File: src/jsu_pkg.sv
// Shared types, constants and encoding functions for the JSON string unescaper.
package jsu_pkg;

    localparam int QDEPTH = 4;
    localparam int QAW    = $clog2(QDEPTH);

    localparam logic [7:0] CH_QUOTE = 8'h22;
    localparam logic [7:0] CH_BSL   = 8'h5C;
    localparam logic [7:0] CH_SLASH = 8'h2F;
    localparam logic [7:0] CH_B     = 8'h62;
    localparam logic [7:0] CH_F     = 8'h66;
    localparam logic [7:0] CH_N     = 8'h6E;
    localparam logic [7:0] CH_R     = 8'h72;
    localparam logic [7:0] CH_T     = 8'h74;
    localparam logic [7:0] CH_U     = 8'h75;
    localparam logic [7:0] CH_SPACE = 8'h20;

    localparam logic [15:0] HI_SUR_LO = 16'hD800;
    localparam logic [15:0] HI_SUR_HI = 16'hDBFF;
    localparam logic [15:0] LO_SUR_LO = 16'hDC00;
    localparam logic [15:0] LO_SUR_HI = 16'hDFFF;
    localparam logic [20:0] SUPP_BASE = 21'h10000;

    localparam logic [7:0] REPL_B0 = 8'hEF;
    localparam logic [7:0] REPL_B1 = 8'hBF;
    localparam logic [7:0] REPL_B2 = 8'hBD;

    typedef enum logic [3:0] {
        M_IDLE    = 4'd0,
        M_BODY    = 4'd1,
        M_ESC     = 4'd2,
        M_HEX     = 4'd3,
        M_HIGH    = 4'd4,
        M_HIGH_BS = 4'd5,
        M_HEX_LO  = 4'd6
    } t_mode;

    typedef struct packed {
        logic [3:0][7:0] bytes;
        logic [2:0]      nbytes;
    } t_enc;

    typedef struct packed {
        logic [3:0][7:0] bytes;
        logic [2:0]      nbytes;
        logic            done;
        logic            err;
    } t_group;

    function automatic t_enc utf8_enc(input logic [20:0] cp);
        t_enc e;
        e = '0;
        if (cp < 21'h80) begin
            e.bytes[0] = cp[7:0];
            e.nbytes   = 3'd1;
        end else if (cp < 21'h800) begin
            e.bytes[0] = {3'b110, cp[10:6]};
            e.bytes[1] = {2'b10, cp[5:0]};
            e.nbytes   = 3'd2;
        end else if (cp < 21'h10000) begin
            e.bytes[0] = {4'b1110, cp[15:12]};
            e.bytes[1] = {2'b10, cp[11:6]};
            e.bytes[2] = {2'b10, cp[5:0]};
            e.nbytes   = 3'd3;
        end else begin
            e.bytes[0] = {5'b11110, cp[20:18]};
            e.bytes[1] = {2'b10, cp[17:12]};
            e.bytes[2] = {2'b10, cp[11:6]};
            e.bytes[3] = {2'b10, cp[5:0]};
            e.nbytes   = 3'd4;
        end
        return e;
    endfunction

    // {ok, value}
    function automatic logic [4:0] hex_digit(input logic [7:0] c);
        logic [4:0] r;
        r = '0;
        if (c inside {[8'h30:8'h39]}) begin
            r = {1'b1, c[3:0]};
        end else if (c inside {[8'h61:8'h66], [8'h41:8'h46]}) begin
            r = {1'b1, c[3:0] + 4'd9};
        end
        return r;
    endfunction

    // {ok, byte} for the single-byte escapes
    function automatic logic [8:0] esc_map(input logic [7:0] c);
        logic [8:0] r;
        case (c)
            CH_QUOTE: r = {1'b1, CH_QUOTE};
            CH_BSL:   r = {1'b1, CH_BSL};
            CH_SLASH: r = {1'b1, CH_SLASH};
            CH_B:     r = {1'b1, 8'h08};
            CH_F:     r = {1'b1, 8'h0C};
            CH_N:     r = {1'b1, 8'h0A};
            CH_R:     r = {1'b1, 8'h0D};
            CH_T:     r = {1'b1, 8'h09};
            default:  r = '0;
        endcase
        return r;
    endfunction

endpackage

File: src/json_string_unescape_utf8.sv
// Top level of the JSON string unescaper: decoder, group queue and serializer.
// Decodes one quoted JSON string, one raw byte per pushed word, into UTF-8 bytes.
// A byte is accepted every cycle while the four-entry group queue has room; the
// decoder finishes each byte in the cycle it is accepted. Each byte yields zero to
// four result words, which leave the serializer one per cycle while they are popped.
// Errors and the closing quote return the decoder to idle; the next byte must be an
// opening quote.
module json_string_unescape_utf8 (
    input  logic       i_clk,
    input  logic       i_rst_n,
    input  logic       push,
    output logic       full,
    input  logic [7:0] i_data_byte,
    input  logic       i_input_ends,
    output logic       empty,
    input  logic       pop,
    output logic [7:0] o_out_byte,
    output logic       o_byte_valid,
    output logic       o_string_done,
    output logic       o_error_flag,
    output logic       o_last_of_run
);
    import jsu_pkg::*;

    logic   accept;
    logic   q_push, q_pop, q_full, q_nonempty;
    t_group f_grp, q_head;

    assign full   = q_full;
    assign accept = push && !q_full;

    jsu_front u_front (
        .i_clk        (i_clk),
        .i_rst_n      (i_rst_n),
        .i_accept     (accept),
        .i_data_byte  (i_data_byte),
        .i_input_ends (i_input_ends),
        .o_push       (q_push),
        .o_grp        (f_grp)
    );

    jsu_queue u_queue (
        .i_clk      (i_clk),
        .i_rst_n    (i_rst_n),
        .i_push     (q_push),
        .i_grp      (f_grp),
        .i_pop      (q_pop),
        .o_full     (q_full),
        .o_nonempty (q_nonempty),
        .o_head     (q_head)
    );

    jsu_back u_back (
        .i_clk         (i_clk),
        .i_rst_n       (i_rst_n),
        .i_q_nonempty  (q_nonempty),
        .i_q_head      (q_head),
        .o_q_pop       (q_pop),
        .i_pop         (pop),
        .o_empty       (empty),
        .o_out_byte    (o_out_byte),
        .o_byte_valid  (o_byte_valid),
        .o_string_done (o_string_done),
        .o_error_flag  (o_error_flag),
        .o_last_of_run (o_last_of_run)
    );

`ifndef SYNTHESIS
    a_err_last: assert property (@(posedge i_clk) disable iff (!i_rst_n)
        (!empty && o_error_flag) |-> o_last_of_run)
        else $error("error word not last of its run");

    a_done_last: assert property (@(posedge i_clk) disable iff (!i_rst_n)
        (!empty && o_string_done) |-> (o_last_of_run && !o_byte_valid))
        else $error("done word not last or carries a byte");

    a_one_kind: assert property (@(posedge i_clk) disable iff (!i_rst_n)
        !empty |-> $onehot({o_byte_valid, o_string_done, o_error_flag}))
        else $error("result word has no single kind");

    a_no_overflow: assert property (@(posedge i_clk) disable iff (!i_rst_n)
        q_full |-> !q_push)
        else $error("group queue written while full");
`endif

endmodule

File: src/jsu_front.sv
// Byte decoder: tracks the escape state and builds at most one result group per byte.
module jsu_front (
    input  logic            i_clk,
    input  logic            i_rst_n,
    input  logic            i_accept,
    input  logic [7:0]      i_data_byte,
    input  logic            i_input_ends,
    output logic            o_push,
    output jsu_pkg::t_group o_grp
);
    import jsu_pkg::*;

    t_mode       r_mode, n_mode;
    logic [15:0] r_hex, n_hex;
    logic [1:0]  r_cnt, n_cnt;
    logic [9:0]  r_held, n_held;

    t_group     g;
    t_enc       e;
    logic [4:0] hd;
    logic [8:0] em;
    logic [15:0] v;
    logic [7:0] c;

    always_ff @(posedge i_clk) begin
        if (!i_rst_n) begin
            r_mode <= M_IDLE;
            r_hex  <= '0;
            r_cnt  <= '0;
            r_held <= '0;
        end else if (i_accept) begin
            r_mode <= n_mode;
            r_hex  <= n_hex;
            r_cnt  <= n_cnt;
            r_held <= n_held;
        end
    end

    always_comb begin
        c      = i_data_byte;
        n_mode = r_mode;
        n_hex  = r_hex;
        n_cnt  = r_cnt;
        n_held = r_held;
        g      = '0;
        hd     = hex_digit(c);
        em     = esc_map(c);
        v      = {r_hex[11:0], hd[3:0]};
        e      = '0;
        if (i_input_ends) begin
            g.err = 1'b1;
        end else begin
            case (r_mode)
                M_IDLE: begin
                    if (c == CH_QUOTE) n_mode = M_BODY;
                    else g.err = 1'b1;
                end
                M_BODY: begin
                    if (c == CH_QUOTE) begin
                        g.done = 1'b1;
                        n_mode = M_IDLE;
                    end else if (c == CH_BSL) begin
                        n_mode = M_ESC;
                    end else if (c < CH_SPACE) begin
                        g.err = 1'b1;
                    end else begin
                        g.bytes[0] = c;
                        g.nbytes   = 3'd1;
                    end
                end
                M_ESC: begin
                    if (c == CH_U) begin
                        n_mode = M_HEX;
                        n_hex  = '0;
                        n_cnt  = '0;
                    end else if (em[8]) begin
                        g.bytes[0] = em[7:0];
                        g.nbytes   = 3'd1;
                        n_mode     = M_BODY;
                    end else begin
                        g.err = 1'b1;
                    end
                end
                M_HEX, M_HEX_LO: begin
                    if (!hd[4]) begin
                        g.err = 1'b1;
                    end else if (r_cnt != 2'd3) begin
                        n_hex = v;
                        n_cnt = r_cnt + 2'd1;
                    end else begin
                        n_hex  = '0;
                        n_cnt  = '0;
                        n_mode = M_BODY;
                        if (r_mode == M_HEX_LO) begin
                            n_held = '0;
                            if (v >= LO_SUR_LO && v <= LO_SUR_HI) begin
                                e = utf8_enc(SUPP_BASE + {1'b0, r_held, v[9:0]});
                            end else begin
                                e = utf8_enc({5'd0, 16'hFFFD});
                            end
                        end else if (v >= HI_SUR_LO && v <= HI_SUR_HI) begin
                            n_held = v[9:0];
                            n_mode = M_HIGH;
                        end else if (v != 16'd0) begin
                            e = utf8_enc({5'd0, v});
                        end
                        g.bytes  = e.bytes;
                        g.nbytes = e.nbytes;
                    end
                end
                M_HIGH: begin
                    if (c == CH_BSL) begin
                        n_mode = M_HIGH_BS;
                    end else begin
                        n_held   = '0;
                        g.bytes  = {8'h00, REPL_B2, REPL_B1, REPL_B0};
                        g.nbytes = 3'd3;
                        n_mode   = M_BODY;
                        if (c == CH_QUOTE) begin
                            g.done = 1'b1;
                            n_mode = M_IDLE;
                        end else if (c < CH_SPACE) begin
                            g.err = 1'b1;
                        end else begin
                            g.bytes[3] = c;
                            g.nbytes   = 3'd4;
                        end
                    end
                end
                M_HIGH_BS: begin
                    if (c == CH_U) begin
                        n_mode = M_HEX_LO;
                        n_hex  = '0;
                        n_cnt  = '0;
                    end else if (em[8]) begin
                        n_held   = '0;
                        g.bytes  = {em[7:0], REPL_B2, REPL_B1, REPL_B0};
                        g.nbytes = 3'd4;
                        n_mode   = M_BODY;
                    end else begin
                        g.err = 1'b1;
                    end
                end
                default: begin
                    g.err = 1'b1;
                end
            endcase
        end
        if (g.err) begin
            g      = '0;
            g.err  = 1'b1;
            n_mode = M_IDLE;
            n_hex  = '0;
            n_cnt  = '0;
            n_held = '0;
        end else if (g.done) begin
            n_mode = M_IDLE;
            n_hex  = '0;
            n_cnt  = '0;
            n_held = '0;
        end
    end

    assign o_grp  = g;
    assign o_push = i_accept && (g.err || g.done || (g.nbytes != 3'd0));

endmodule

File: src/jsu_queue.sv
// Short queue of result groups between the decoder and the serializer.
module jsu_queue (
    input  logic            i_clk,
    input  logic            i_rst_n,
    input  logic            i_push,
    input  jsu_pkg::t_group i_grp,
    input  logic            i_pop,
    output logic            o_full,
    output logic            o_nonempty,
    output jsu_pkg::t_group o_head
);
    import jsu_pkg::*;

    t_group         r_mem [QDEPTH];
    logic [QAW-1:0] r_wr, r_rd;
    logic [QAW:0]   r_cnt;

    always_ff @(posedge i_clk) begin
        if (i_push) begin
            r_mem[r_wr] <= i_grp;
        end
    end

    always_ff @(posedge i_clk) begin
        if (!i_rst_n) begin
            r_wr  <= '0;
            r_rd  <= '0;
            r_cnt <= '0;
        end else begin
            if (i_push) r_wr <= r_wr + QAW'(1);
            if (i_pop)  r_rd <= r_rd + QAW'(1);
            r_cnt <= r_cnt + (QAW+1)'(i_push) - (QAW+1)'(i_pop);
        end
    end

    assign o_full     = (r_cnt == (QAW+1)'(QDEPTH));
    assign o_nonempty = (r_cnt != '0);
    assign o_head     = r_mem[r_rd];

endmodule

File: src/jsu_back.sv
// Serializer: holds one group and hands out its result words one at a time.
module jsu_back (
    input  logic            i_clk,
    input  logic            i_rst_n,
    input  logic            i_q_nonempty,
    input  jsu_pkg::t_group i_q_head,
    output logic            o_q_pop,
    input  logic            i_pop,
    output logic            o_empty,
    output logic [7:0]      o_out_byte,
    output logic            o_byte_valid,
    output logic            o_string_done,
    output logic            o_error_flag,
    output logic            o_last_of_run
);
    import jsu_pkg::*;

    t_group     r_grp;
    logic       r_valid;
    logic [1:0] r_idx;
    logic [2:0] total;
    logic [1:0] last_idx;
    logic       is_last;
    logic       load;

    assign total    = r_grp.nbytes + {2'b00, r_grp.done};
    assign last_idx = r_grp.err ? 2'd0 : 2'(total - 3'd1);
    assign is_last  = (r_idx == last_idx);
    assign load     = !r_valid || (i_pop && is_last);
    assign o_q_pop  = load && i_q_nonempty;

    always_ff @(posedge i_clk) begin
        if (!i_rst_n) begin
            r_valid <= 1'b0;
            r_idx   <= '0;
        end else if (load) begin
            r_valid <= i_q_nonempty;
            r_idx   <= '0;
        end else if (i_pop) begin
            r_idx <= r_idx + 2'd1;
        end
    end

    always_ff @(posedge i_clk) begin
        if (o_q_pop) begin
            r_grp <= i_q_head;
        end
    end

    always_comb begin
        o_out_byte    = '0;
        o_byte_valid  = 1'b0;
        o_string_done = 1'b0;
        o_error_flag  = 1'b0;
        if (r_grp.err) begin
            o_error_flag = 1'b1;
        end else if ({1'b0, r_idx} < r_grp.nbytes) begin
            o_out_byte   = r_grp.bytes[r_idx];
            o_byte_valid = 1'b1;
        end else begin
            o_string_done = 1'b1;
        end
        o_last_of_run = is_last;
    end

    assign o_empty = !r_valid;

endmodule
File: config.mk
export PLATFORM = sky130hd
export DESIGN_NAME = json_string_unescape_utf8
export DESIGN_NICKNAME = d
export VERILOG_FILES = /design/src/jsu_pkg.sv /design/src/json_string_unescape_utf8.sv /design/src/jsu_front.sv /design/src/jsu_queue.sv /design/src/jsu_back.sv
export SDC_FILE = /design/constraint.sdc
export NUM_CORES = 1
export LEC_CHECK = 0
export CAP_MARGIN = 0
export CORE_ASPECT_RATIO = 0.8
export CORE_MARGIN = 5
export CORE_UTILIZATION = 60
export DETAILED_ROUTE_END_ITERATION = 16
export DONT_BUFFER_PORTS = 1
export GPL_ROUTABILITY_DRIVEN = 0
export PLACE_DENSITY = 0.76
export SKIP_LAST_GASP = 1
export SYNTH_ARGS = -nofsm -noshare
export SYNTH_HDL_FRONTEND = slang
export SYNTH_SLANG_ARGS = --single-unit
File: constraint.sdc
create_clock -name i_clk -period 5.5 [get_ports i_clk]
set_clock_uncertainty 0.1 [all_clocks]
set_input_delay 0.275 -clock i_clk [delete_from_list [all_inputs] [get_ports i_clk]]
set_output_delay 0.275 -clock i_clk [all_outputs]
set_load 0.005 [all_outputs]
-- Word-level counts from Yosys, hierarchy flattened
Memories as Yosys holds them, arrays and structs flattened. A register that Yosys moved wholly into a read port is not among the register bits.
Cells that the tools add are included.
- $add $sub $neg: 10
- $lt $le $gt $ge: 18
- equal/unequal tests: 28
- multiplexer cells: 100
- bitwise operators: 1
- reductions and logical operators: 28
- operators with widths (kind ; number):
    $mux 35 ; 8
    $mux 10 ; 10
    $mux 11 ; 7
    $mux 37 ; 2
    $mux 12 ; 6
    $pmux 24 s3 ; 1
    $pmux 9 s8 ; 1
    $eq 8x7->1 const B ; 7
    $mux 8 ; 7
    $pmux 11 s5 ; 1
    $mux 4 ; 13
    $mux 24 ; 2
    $mux 36 ; 1
    $ge 16x16->1 const B ; 2
    $le 16x16->1 const B ; 2
    $pmux 10 s3 ; 1
    $mux 25 ; 1
    $pmux 12 s2 ; 1
    $pmux 4 s6 ; 1
    $add 17x20->21 const A ; 1
    $lt 21x12->1 const B ; 1
    $lt 21x17->1 const B ; 1
    $lt 21x8->1 const B ; 1
    $mux 19 ; 1
    other kinds (51) ; 106
- flip-flop bits (word level): 38
- bits in writable memories: 148
- input port bits: 13
- output and inout port bits: 14
- logic and storage cells: 195
- memories kept: 1
- memories (memory ; words ; bits a word ; read ports ; clocked after Yosys merged registers in ; wr ports ; RTL line ; text):
    u_queue.r_mem ; 4 ; 37 ; 1 ; 1 ; 1 ; jsu_queue.sv:14 ; t_group r_mem [QDEPTH];

-- Longest topological paths before layout
- depth after elaboration: 22
- gate-level depth with buffers: 16

-- Cells and area by module
From an unflattened synthesis, not the netlist that was laid out.
- cell total of the unflattened synthesis: 799
- area, all modules: 10812.9 um^2
- modules (own cells, without submodules) (module ; instances ; cells an instance ; area an instance (um^2)):
    jsu_queue ; 1 ; 236 ; 5839.4
    jsu_front ; 1 ; 472 ; 3303.2
    jsu_back ; 1 ; 90 ; 1656.6
    json_string_unescape_utf8 ; 1 ; 1 ; 13.8

-- Worst setup path before layout
Ideal clock, no wire load.
- kind: reg-to-reg
- start: register, netlist name u_back.r_grp[2]
- end: register u_queue.r_cnt[2]
- arrival time: 4.582 ns
- path slack: 0.704 ns
- cell stages (with the launch flop): 16
- path buffers: 0
- clock period less this slack: 4.796 ns
- path through: edfxtp_1 inv_1 ha_1 xor2_1 nand3b_1 a21oi_1 o21ai_0 a21oi_1 ha_1 inv_1 ha_1 inv_1 fa_1 xnor2_1 xnor2_1 and2_1
- longest elaborated chain between the ends: 8
- ends and longest elaborated chain (item ; RTL line ; text):
    $add 2x1->2 ; jsu_back.sv:26 ; assign total = r_grp.nbytes + {2'b00, r_grp.done};
    $sub 2x1->2 ; jsu_back.sv:27 ; assign last_idx = r_grp.err ? 2'd0 : 2'(total - 3'd1);
    $mux 2 ; jsu_back.sv:27 ;
    $eq 2x2->1 ; jsu_back.sv:28 ; assign is_last = (r_idx == last_idx);
    $logic_and 1x1->1 ; jsu_back.sv:29 ; assign load = !r_valid || (i_pop && is_last);
    $logic_or 1x1->1 ; jsu_back.sv:29 ;
    $logic_and 1x1->1 ; jsu_back.sv:30 ; assign o_q_pop = load && i_q_nonempty;
    named net q_pop ; json_string_unescape_utf8.sv:26 ; logic q_push, q_pop, q_full, q_nonempty;
    $sub 3x1->3 ; jsu_queue.sv:32 ; r_cnt <= r_cnt + (QAW+1)'(i_push) - (QAW+1)'(i_pop);
    end signal, assigned ; jsu_queue.sv:32 ;
    end, declared ; jsu_queue.sv:16 ; logic [QAW:0] r_cnt;
The timed path passes the listed nets, and every way through them passes these cells.
A chain may end at the register's enable or synchronous reset.

==> results.json <==
{
  "netSwitchingPower_mw": 1.158,
  "rr_worst_depth": 13,
  "yosys.area.top_type_share_pct": 50.04,
  "drt-pass1-iter-count": 8,
  "hold_viol_final": 0,
  "fin_area_um2": 11370,
  "cts-root-to-sink-buffers": 3,
  "comb_power_share_pct": 18.6,
  "post-synth-top-area-cell": "edfxtp_1",
  "worstPathCellList": "nand2b_1 > nor3_1 > nor2_1 > nor3_1 > or2_1 > o31ai_4 > o31ai_4 > ha_1 > inv_1 > fa_1 > xnor2_1 > xnor2_1 > and2_1",
  "critical_r2r_capture": "u_queue.r_cnt[2]",
  "cts_sinks": 213,
  "crit_cells": 13,
  "placed_cells_incl_taps": 1007,
  "p_leak_nw": 3.642,
  "worst_path_arrival_ns": 4.50,
  "worst_ep_required_time_ns": 5.80,
  "power.share.clock_pct": 31.3,
  "number_of_global_route_vias_before_repair": 6894,
  "yosysSeqAreaShare_pct": 57.29,
  "number_of_nets_produced_by_synthesis": 856,
  "remaining_drc_errors": 0,
  "sum_neg_setup_slack_ns": 0,
  "final_max_slew_viol_count": 0,
  "post-synth-top-count-cell": "edfxtp_1",
  "ios": 27,
  "design.final.nets": 840,
  "initial_core_util_pct": 60.81,
  "rr_startpoint": "u_front.r_mode[2]",
  "ctsRootBufferMaster": "clkbuf_16",
  "die_area_um2": 20260,
  "hold_path_class": "in2reg",
  "ys_seq_elements": 213,
  "cellPowerDensity_nw_per_um2": 393.2,
  "globalRouteOverflowTotal": 0,
  "slowest_stage": "dfxtp_1",
  "dominantRegCellSynth": "edfxtp_1",
  "grt_start_max_net_pins": 40,
  "internal_power_mw": 3.311,
  "netSwitchingFraction_pct": 25.91,
  "synth_enable_flop_cells": 175,
  "fp.coreArea_um2": 17270,
  "wire_per_inst_um": 23.53,
  "period_minus_slack_ns": 4.197,
  "max_clk_rate_mhz": 238.2,
  "timing_worst_slew_pin_value_ns": 1.146,
  "critical_path.top_delay_family": "simple AND/OR/NAND/NOR gates",
  "max_stage_delay_ns": 0.73,
  "ys_types": 86,
  "place.detailed.hpwl_mm": 16.42,
  "cts.clk_slew.worst_paths_ns": 0.06,
  "status": "complete, no violations",
  "gate_count_after_technology_mapping": 828,
  "n_antenna_cell": 0,
  "maxSlewHeadroom_pct": 23.31,
  "path_max_fanout": 20,
  "synthTopCellsByCount": "edfxtp_1 (175), nand2_1 (76), a21oi_1 (60), nor2_1 (60), mux4_2 (42)",
  "totalWireLength_mm": 24.75,
  "syn-cell-area_um2": 10500,
  "timing.critical_path.from_type": "flop",
  "sequentialPowerShare_pct": 50.1,
  "vias_per_cell": 6.797,
  "final-setup-viol-count": 0,
  "period_utilization_pct": 76.32,
  "clock_latency_at_the_later_pin_of_the_worst_skew_pair_ns": 0.51,
  "route.antenna.remaining_nets": 0,
  "cells_taking_the_most_area_after_synthesis": "edfxtp_1 (50%), mux4_2 (9.0%), dfxtp_1 (7.2%)",
  "detailed_place.area_um2": 10610,
  "die-height_um": 128.3,
  "ff2ff_setup_slack_ns": 1.30,
  "vias": 7150,
  "yosys_warnings": 0,
  "grt_pass1_wl_mm": 39.02,
  "ir_drop_uv": 240.8,
  "crit_path_end": "u_queue.r_cnt[2]",
  "critical_path_source": "u_front.r_mode[2]",
  "drtIter0Drc": 1208,
  "finish.cell_count_without_fillers": 1052,
  "synth.avg_cell_area_um2": 12.68,
  "initial_antenna_violation_count": 0,
  "worst-setup-path-type": "reg2reg",
  "critical_path.endpoint_type": "flop",
  "timing.critical_path.buf_inv": 1,
  "rows": 43,
  "die_width_um": 157.9,
  "max-cap-violations": 0,
  "htreeDepth": 1,
  "numCtsBuffers": 21,
  "tritoncts": "yes",
  "rsz0062_at_grt": "false",
  "area_growth_pct": 8.233,
  "portBuffers": 0,
  "final_layout_size_suffix_gt1_share_pct": 14.27,
  "post_synthesis_async_set_or_reset_flop_share_pct": 0,
  "groute.usage.overall_pct": 24.99
}
through the flow:
step | total power [mW] | util [%] | setup WS [ns] | hold WS [ns]
3_3_place_gp | 3.051 | 61.41 | 1.596 | 0.3048
4_1_cts | 4.523 | 65.81 | 1.372 | 0.03163
3_5_place_dp | 3.109 | 61.41 | 1.392 | 0.3108
2_1_floorplan | 2.873 | - | 0.7035 | 0.3226
6_report | 4.469 | 65.81 | 1.303 | 0.05572
5_1_grt | 4.683 | 65.81 | 0.9712 | 0.03584
how the worst min path moves through the flow:
| stage | start | endpoint | depth (start not counted) |
|---|---|---|---|
| floorplan | pop | u_back.r_idx[0] | 2 |
| global placement | i_rst_n | u_queue.r_cnt[2] | 1 |
| detailed placement | i_rst_n | u_queue.r_rd[0] | 1 |
| CTS | i_data_byte[1] | u_queue.r_mem[2][30] | 2 |
| global route | i_data_byte[1] | u_queue.r_mem[1][30] | 2 |
| finish | i_data_byte[6] | u_queue.r_mem[0][35] | 2 |
placed cells by master, fill, tap and decap left out, drive strengths merged, types with 5 or more instances in the layout:
master,instances
a21oi,60
a221oi,6
a22oi,15
a31oi,9
and2,16
and3,5
buf,11
clkbuf,23
clkinv,11
dfxtp,38
dlygate4sd3,6
edfxtp,175
ha,14
inv,20
mux2i,14
mux4,42
nand2,77
nand2b,10
nand3,24
nand3b,6
nor2,61
nor2b,28
nor3,14
nor3b,5
nor4,5
o211ai,9
o21ai,25
o22ai,11
or2,8
xnor2,6
xor2,5
per-layer routing:
layer / wire length (µm) / up-vias / track usage, % / part of all wire (%)
li1: - / 3121 / - / -
met1: 9960 / 3511 / 34.83 / 40
met2: 11410 / 434 / 38.84 / 46
met3: 2574 / 84 / 6.960 / 10
met4: 807 / 0 / 7.739 / 3.3
met5: 0 / - / 0 / 0
power by group through the flow:
stage / logic, mW / clock network, mW / registers [mW]
2_1_floorplan: 0.685 / 0 / 2.19
3_3_place_gp: 0.811 / 0 / 2.24
3_5_place_dp: 0.837 / 0 / 2.27
4_1_cts: 0.849 / 1.43 / 2.24
5_1_grt: 0.910 / 1.51 / 2.27
6_report: 0.832 / 1.40 / 2.24
final cells by class:
class | count | area (µm²)
inverter | 19 | 71.32
multi-input combinational | 540 | 4160
clock buffer | 23 | 553.0
clock inverter | 15 | 127.6
timing repair buffer | 17 | 155.1
tap | 225 | 281.5
fill | 1185 | 5904
sequential | 213 | 6017
registers in the layout (all words and copies together), names as in the netlist:
signal          count
u_queue.r_mem     140
u_front.r_cnt       2
u_queue.r_rd        2
u_queue.r_cnt       3
u_front.r_hex      12
u_back.r_idx        2
u_back.r_grp       35
u_queue.r_wr        2
u_front.r_held     10
u_front.r_mode      4
u_back.r_valid      1
cells by family after synthesis:
group	synth area share, %
xor+xnor	0.9174
mux	10.34
flops	57.29
fa+ha+maj	1.954
compound gates	12.07
buf+inv	3.205
simple gates	14.23
what timing repair did:
action | 4_1_cts | 5_1_grt
setup buffers | 0 | 0
resized for setup | 0 | 0
hold buffers | 7 | 0
endpoints found under the hold margin | 46 | 0
Note: power is estimated with default switching activity, not from simulation.
